[src/rtl/lrupr_pkg.sv]
// Shared constants and transaction types for the LRU page replacement block.
`default_nettype none
package lrupr_pkg;

	// Number of frames and width of a page number.
	localparam int MAX_FRAMES = 16;
	localparam int PAGE_BITS  = 20;

	// Width of the frame-count configuration register.
	localparam int CFG_W = 5;

	// Frame index and recency rank widths (ranks run from 0 to MAX_FRAMES-1).
	localparam int IDX_W  = (MAX_FRAMES > 1) ? $clog2(MAX_FRAMES) : 1;
	localparam int RANK_W = IDX_W;

	// Reset value of the frame-count register.
	localparam logic [CFG_W-1:0] CFG_RESET = CFG_W'(MAX_FRAMES);

	// Running search result handed from one cell to the next.
	typedef struct packed {
		logic [PAGE_BITS-1:0] page;
		logic                 hit;
		logic [IDX_W-1:0]     hit_idx;
		logic [RANK_W-1:0]    hit_rank;
		logic                 emp;
		logic [IDX_W-1:0]     emp_idx;
		logic                 have_best;
		logic [IDX_W-1:0]     best_idx;
		logic [RANK_W-1:0]    best_rank;
	} link_t;

	// Update broadcast to every cell once a search has finished.
	typedef struct packed {
		logic                 en;
		logic [IDX_W-1:0]     idx;
		logic [RANK_W-1:0]    rank;
		logic                 fresh;
		logic [PAGE_BITS-1:0] page;
	} upd_t;

endpackage
`default_nettype wire

[src/rtl/lru_page_replacement.sv]
// Top level of the fully associative LRU page store: cell chain and control.
//
//   channel  | handshake            | payload
//   ---------+----------------------+------------------------------
//   input    | in_valid / in_stall  | page_number
//   output   | out_valid / out_stall| missed_page, filled_slot
//   config   | cfg_we               | cfg_wdata (active frame count)
//
// The search walks the chain of frame cells one cell per cycle, then an
// update step broadcasts the recency update. A hit gives no output
// transaction.
// Reset empties all frames, clears all ranks and sets the frame count to 16.
// A stalled output holds the update step of a miss until the register drains.
`default_nettype none
module lru_page_replacement import lrupr_pkg::*; (
	input  logic                 clk,
	input  logic                 arst_n,
	input  logic                 in_valid,
	output logic                 in_stall,
	input  logic [PAGE_BITS-1:0] page_number,
	output logic                 out_valid,
	input  logic                 out_stall,
	output logic [PAGE_BITS-1:0] missed_page,
	output logic [IDX_W-1:0]     filled_slot,
	input  logic                 cfg_we,
	input  logic [CFG_W-1:0]     cfg_wdata
);

	typedef enum logic [1:0] {
		ST_IDLE,
		ST_SCAN,
		ST_UPD
	} state_t;

	state_t                state_q;
	logic [CFG_W-1:0]      active_entries_q;
	logic                  out_valid_q;
	logic [PAGE_BITS-1:0]  missed_page_q;
	logic [IDX_W-1:0]      filled_slot_q;
	link_t                 res_q;

	logic [MAX_FRAMES:0]   chain_vld;
	link_t                 chain_link [MAX_FRAMES+1];
	link_t                 head_link;
	logic [MAX_FRAMES-1:0] active;
	logic [31:0]           cfg_ext;
	logic [31:0]           frame_cnt;
	logic                  accept;
	logic                  go;
	logic [IDX_W-1:0]      slot;
	upd_t                  upd;

	// Configuration register.
	always_ff @(posedge clk or negedge arst_n) begin
		if (!arst_n) begin
			active_entries_q <= CFG_RESET;
		end else if (cfg_we) begin
			active_entries_q <= cfg_wdata;
		end
	end

	// Clamp the frame count to the range 1 to MAX_FRAMES.
	assign cfg_ext = 32'(active_entries_q);
	always_comb begin
		if (cfg_ext == 32'd0) begin
			frame_cnt = 32'd1;
		end else if (cfg_ext > 32'(MAX_FRAMES)) begin
			frame_cnt = 32'(MAX_FRAMES);
		end else begin
			frame_cnt = cfg_ext;
		end
	end

	assign in_stall = (state_q != ST_IDLE);
	assign accept   = in_valid && !in_stall;

	// Launch a fresh search transaction into the head of the chain.
	always_comb begin
		head_link      = '0;
		head_link.page = page_number;
	end

	assign chain_link[0] = head_link;
	assign chain_vld[0]  = accept;

	// Row of frame cells.
	for (genvar i = 0; i < MAX_FRAMES; i++) begin : g_cell
		assign active[i] = (32'(i) < frame_cnt);

		lrupr_cell u_cell (
			.clk          (clk),
			.arst_n       (arst_n),
			.cell_idx     (IDX_W'(i)),
			.active       (active[i]),
			.link_vld_in  (chain_vld[i]),
			.link_in      (chain_link[i]),
			.link_vld_out (chain_vld[i+1]),
			.link_out     (chain_link[i+1]),
			.upd          (upd)
		);
	end

	// Hold the finished search result for the update step.
	always_ff @(posedge clk) begin
		if ((state_q == ST_SCAN) && chain_vld[MAX_FRAMES]) begin
			res_q <= chain_link[MAX_FRAMES];
		end
	end

	// Pick the frame to touch and broadcast the update.
	assign slot = res_q.emp ? res_q.emp_idx : res_q.best_idx;
	assign go   = (state_q == ST_UPD) && (res_q.hit || !out_valid_q || !out_stall);

	always_comb begin
		upd.en    = go;
		upd.idx   = res_q.hit ? res_q.hit_idx : slot;
		upd.rank  = res_q.hit ? res_q.hit_rank : res_q.best_rank;
		upd.fresh = !res_q.hit && res_q.emp;
		upd.page  = res_q.page;
	end

	// Control state and the output register.
	always_ff @(posedge clk or negedge arst_n) begin
		if (!arst_n) begin
			state_q       <= ST_IDLE;
			out_valid_q   <= 1'b0;
			missed_page_q <= '0;
			filled_slot_q <= '0;
		end else begin
			// A miss loads the output register; otherwise a taken output empties it.
			if (go && !res_q.hit) begin
				out_valid_q   <= 1'b1;
				missed_page_q <= res_q.page;
				filled_slot_q <= slot;
			end else if (out_valid_q && !out_stall) begin
				out_valid_q <= 1'b0;
			end
			case (state_q)
				ST_IDLE: begin
					if (accept) begin
						state_q <= ST_SCAN;
					end
				end
				ST_SCAN: begin
					if (chain_vld[MAX_FRAMES]) begin
						state_q <= ST_UPD;
					end
				end
				ST_UPD: begin
					if (go) begin
						state_q <= ST_IDLE;
					end
				end
				default: begin
					state_q <= ST_IDLE;
				end
			endcase
		end
	end

	assign out_valid   = out_valid_q;
	assign missed_page = missed_page_q;
	assign filled_slot = filled_slot_q;

	// Only one search transaction is ever in the chain.
	a_one_search: assert property (@(posedge clk) disable iff (!arst_n)
		$onehot0(chain_vld))
		else $error("more than one search in the cell chain");

	// The end of the chain only produces a result while a search is running.
	a_tail_in_scan: assert property (@(posedge clk) disable iff (!arst_n)
		chain_vld[MAX_FRAMES] |-> (state_q == ST_SCAN))
		else $error("search result outside of a scan");

	// A miss update always loads the output register.
	a_miss_emits: assert property (@(posedge clk) disable iff (!arst_n)
		(upd.en && !res_q.hit) |=> out_valid)
		else $error("miss did not produce an output transaction");

	// A new output only appears right after the update step.
	a_out_from_upd: assert property (@(posedge clk) disable iff (!arst_n)
		$rose(out_valid) |-> $past(state_q == ST_UPD))
		else $error("output raised outside of the update step");

endmodule
`default_nettype wire

[src/rtl/lrupr_cell.sv]
// One frame cell: holds a page, its valid bit and its recency rank, and
// advances the running search by one step.
`default_nettype none
module lrupr_cell import lrupr_pkg::*; (
	input  logic             clk,
	input  logic             arst_n,
	input  logic [IDX_W-1:0] cell_idx,
	input  logic             active,
	input  logic             link_vld_in,
	input  link_t            link_in,
	output logic             link_vld_out,
	output link_t            link_out,
	input  upd_t             upd
);

	logic [PAGE_BITS-1:0] page_q;
	logic                 valid_q;
	logic [RANK_W-1:0]    rank_q;
	logic                 link_vld_q;
	link_t                link_q;
	link_t                link_nxt;
	logic                 mine;

	// Fold this frame into the search: first hit, first empty, oldest frame.
	always_comb begin
		link_nxt = link_in;
		if (active) begin
			if (valid_q && (page_q == link_in.page) && !link_in.hit) begin
				link_nxt.hit      = 1'b1;
				link_nxt.hit_idx  = cell_idx;
				link_nxt.hit_rank = rank_q;
			end
			if (!valid_q && !link_in.emp) begin
				link_nxt.emp     = 1'b1;
				link_nxt.emp_idx = cell_idx;
			end
			if (!link_in.have_best || (rank_q > link_in.best_rank)) begin
				link_nxt.have_best = 1'b1;
				link_nxt.best_idx  = cell_idx;
				link_nxt.best_rank = rank_q;
			end
		end
	end

	// The search transaction moves one cell along per cycle.
	always_ff @(posedge clk or negedge arst_n) begin
		if (!arst_n) begin
			link_vld_q <= 1'b0;
		end else begin
			link_vld_q <= link_vld_in;
		end
	end

	always_ff @(posedge clk) begin
		link_q <= link_nxt;
	end

	assign link_vld_out = link_vld_q;
	assign link_out     = link_q;

	assign mine = (upd.idx == cell_idx);

	// Recency update: the touched frame becomes rank zero, younger frames age (all valid frames on a fresh fill).
	always_ff @(posedge clk or negedge arst_n) begin
		if (!arst_n) begin
			valid_q <= 1'b0;
			rank_q  <= '0;
		end else if (upd.en) begin
			if (mine) begin
				valid_q <= 1'b1;
				rank_q  <= '0;
			end else if (valid_q && (upd.fresh || (rank_q < upd.rank))) begin
				rank_q <= rank_q + RANK_W'(1);
			end
		end
	end

	// Page contents are written whenever the frame is touched; a hit writes back the page it already holds.
	always_ff @(posedge clk) begin
		if (upd.en && mine) begin
			page_q <= upd.page;
		end
	end

endmodule
`default_nettype wire

[config.mk]
export PLATFORM = sky130hd
export DESIGN_NAME = lru_page_replacement
export DESIGN_NICKNAME = d
export VERILOG_FILES = /design/src/rtl/lrupr_pkg.sv /design/src/rtl/lru_page_replacement.sv /design/src/rtl/lrupr_cell.sv
export SDC_FILE = /design/constraint.sdc
export NUM_CORES = 1
export LEC_CHECK = 0
export BUFFER_PORTS_ARGS = -buffer_cell sky130_fd_sc_hd__buf_2
export CORE_MARGIN = 2
export CORE_UTILIZATION = 50
export CTS_BUF_LIST = sky130_fd_sc_hd__clkbuf_16
export CTS_CLUSTER_SIZE = 25
export DETAILED_ROUTE_END_ITERATION = 16
export HOLD_SLACK_MARGIN = 0.1
export MAX_ROUTING_LAYER = met4
export PLACE_DENSITY_LB_ADDON = 0.25
export SETUP_SLACK_MARGIN = 0.4
export SLEW_MARGIN = 10
export SYNTH_ARGS = -nofsm -noshare
export SYNTH_HDL_FRONTEND = slang
export SYNTH_SLANG_ARGS = --single-unit
[constraint.sdc]
create_clock -name clk -period 4.85 [get_ports clk]
set_clock_uncertainty 0.05 [all_clocks]
set_input_delay 0.2425 -clock clk [delete_from_list [all_inputs] [get_ports clk]]
set_output_delay 0.2425 -clock clk [all_outputs]
set_load 0.02 [all_outputs]
==> impl_metrics.toml <==
[outcome]
status = "finished clean"

[yosys]
synthArstFlopShare_pct = 11.31
synthDistinctLibCells = 63
syn_inst = 2689
netlist_area_sq_um = 38610
ys_seq_area_share_pct = 69.74
synth_top_cell_area_share_pct = 33.29
synth.most_common_cell = "dfxtp_1"
synth_compound_area_share_pct = 4.663
synth_edf_count = 362
synth_common_cells = "dfxtp_1, edfxtp_1, xor2_1, mux2_2, xnor2_1"
ys_seq_elements = 1132
syn_nets = 2843
synth_warnings = 0
synth_flop_cell = "dfxtp_1"
synth_top_family_by_area = "simple AND/OR/NAND/NOR gates"
yosys.area_share.simple_pct = 7.797
synth_xor_area_share_pct = 7.100
synthTopCellsByArea = "dfxtp_1, edfxtp_1, dfrtp_1"
synth_fa_ha_area_share_pct = 4.019
yosys.area.top_type = "dfxtp_1"
synth.mux.area_fraction_pct = 5.237
avgSynthCellArea_sq_um = 14.36

[sta]
layout_setup_ws_ns = 1.622
relSlewSlack_pct = 19.94
setup_viol = 0
whs_ns = 0.1422
finalMaxSlewViolations = 0
timing.fmax_ghz = 0.3097
tns_ns = 0
finalCritPeriodShare_pct = 66.57
rsz0062_at_grt = "no"
hold_violations = 0
min_period_ns = 3.228
tightest_slew_ns = 1.200

[clocking]
clkSinkCount = 1132
cts_buffers = 104
htreeDepth = 3
clock_path_buffers = 3
root_buffer = "clkbuf_16"
insertion_delay_ns = 0.65
clkTransAtPathRegs_ns = 0.06
cts_post_setup_buffers_inserted = 0
cts_tree = "done"

[finish]
fillers = 6043
antenna_cells = 0
layout.nets = 3033
layout-drive-gt1-share_pct = 15.49
multi_input_area_sq_um = 11240
synthToLayoutAreaGrowth_pct = 13.83
seq_area_sq_um = 26930
final_area_sq_um = 43950

[global_routing]
grt.overflow.total = 0
grt_start_max_net_pins = 85
grtUsageTotal_pct = 19.79
grt_antenna_before_repair = 0
grt_pass1_wl_mm = 116.6
grt_pass1_vias = 21340

[placement]
dp.final_hpwl_mm = 55.29
dpl_cell_area_sq_um = 40350
dpl_worst_slack_ns = 1.752
io_buffers = 55
place_congestion = 0.8570

[route]
vias = 20420
wire_per_inst_um = 18.74
drt-initial-drc-count = 1165
drc = 0
routed_wl_mm = 74.93
drtAntennaViolNets = 0
dr.pass1.iters = 5
avgViaCountPerCell = 5.106

[floorplanning]
ios = 56
initial_core_util_pct = 50.67
coreArea_sq_um = 76200
die_w_um = 281.9
dieArea_sq_um = 79460
row_count = 101
fp.dieH_um = 281.9

[flow_run]
maxCapViolations = 0

[setup_path]
worstPathCellList = "mux2i_1, nand2_1, nor3_2, buf_4"
end_kind = "flip-flop"
slowest_delay_ns = 0.91
crit_arrival_ns = 3.49
critical-path-slowest-cell = "edfxtp_1"
path_delay_family = "flip-flops"
crit_fanout = 25
crit_type = "reg2reg"
cp-start-kind = "flip-flop"
worst-path-buf-inv = 1
worstPathRequired_ns = 5.11

[power_and_ir_drop]
power_density_nw_per_um2 = 482.2
vdd_ir_drop_max_mv = 0.2744
leakage_nw = 17.82
finalPower_mw = 21.19

[hold_path]
hold_path_class = "in2async"
per-layer routing:
metal	track usage, %	part of all wire, %
met2	35.02	51
met1	22.13	40
met4	9.056	4.5
met5	-	0
met3	2.751	4.4
final timing paths:
check	endpoint	startpoint	cells after the start	slack (ns)
setup / recovery	g_cell[2].u_cell.page_q[5]$_DFFE_PP_	res_q[22]$_DFFE_PP_	4	1.62
setup reg to reg	g_cell[2].u_cell.page_q[5]$_DFFE_PP_	res_q[22]$_DFFE_PP_	4	1.62
hold / removal	missed_page[19]$_DFFE_PN0P_	arst_n	2	0.14
min in group clk	g_cell[0].u_cell.link_out[31]$_DFF_P_	page_number[8]	2	0.19
hold reg to reg	g_cell[1].u_cell.link_out[28]$_DFF_P_	g_cell[0].u_cell.link_out[28]$_DFF_P_	0	0.30
max in group asynchronous	g_cell[2].u_cell.valid_q$_DFFE_PN0P_	arst_n	3	3.35
registers in the layout, summed over array words and instances (netlist names):
name and count:
missed_page 20, filled_slot 4, active_entries_q 5, state_q 2, out_valid 1, g_cell.u_cell.page_q 320
g_cell.u_cell.rank_q 64, res_q 42, g_cell.u_cell.valid_q 16, g_cell.u_cell.link_out 642, g_cell.u_cell.link_vld_out 16
what timing repair did:
| item | 4_1_cts | 5_1_grt |
|---|---|---|
| hold buffers | 33 | 0 |
| resized for setup | 0 | 0 |
| hold endpoints to repair | 117 | 0 |
cells in the final DEF (no fill, tap or decap), types with 61 or more instances in the layout:
master	n
nand2b_1	61
ha_1	124
xnor2_1	129
dfxtp_1	642
clkbuf_16	107
edfxtp_1	362
mux2_2	152
dfrtp_1	127
o21ai_0	66
xor2_1	184
inv_1	142
cell type report:
class                   instances  area share, %
flip-flops and latches       1132          61.27
inverters                     113         0.9651
multi-input cells            1415          25.58
well taps                    1030          2.932
repair buffers                113          1.819
clock buffers                 107          6.093
clock inverters                89          1.338
worst register-to-register path, stage by stage, from the launching register on:
cell      delay, ns
edfxtp_1       0.91
mux2i_1        0.76
nand2_1        0.54
nor3_2         0.30
buf_4          0.33
cells by family (layout without fill, tap and decap cells):
logic type / count (synthesis) / after routing
other cells: 1 / 1
compound gates: 272 / 272
mux: 181 / 181
xor+xnor: 313 / 313
fa+ha+maj: 124 / 124
buf+inv: 142 / 422
simple gates: 524 / 524
flops: 1132 / 1132
power breakdown:
part           switching (mW)  internal, mW  total (mW)
Sequential              0.585          10.5        11.1
Combinational            1.22          1.27        2.48
Clock                    3.34          4.32        7.65
Total                    5.14          16.1        21.2
through the flow:
step | util [%] | cells
final | 57.67 | 3999
after global routing | 57.67 | 3999
after CTS | 57.67 | 3999
after detailed placement | 52.95 | 3770
after global placement | 52.95 | 3770
after floorplan | - | 2689
(Power assumes the default switching activity.)
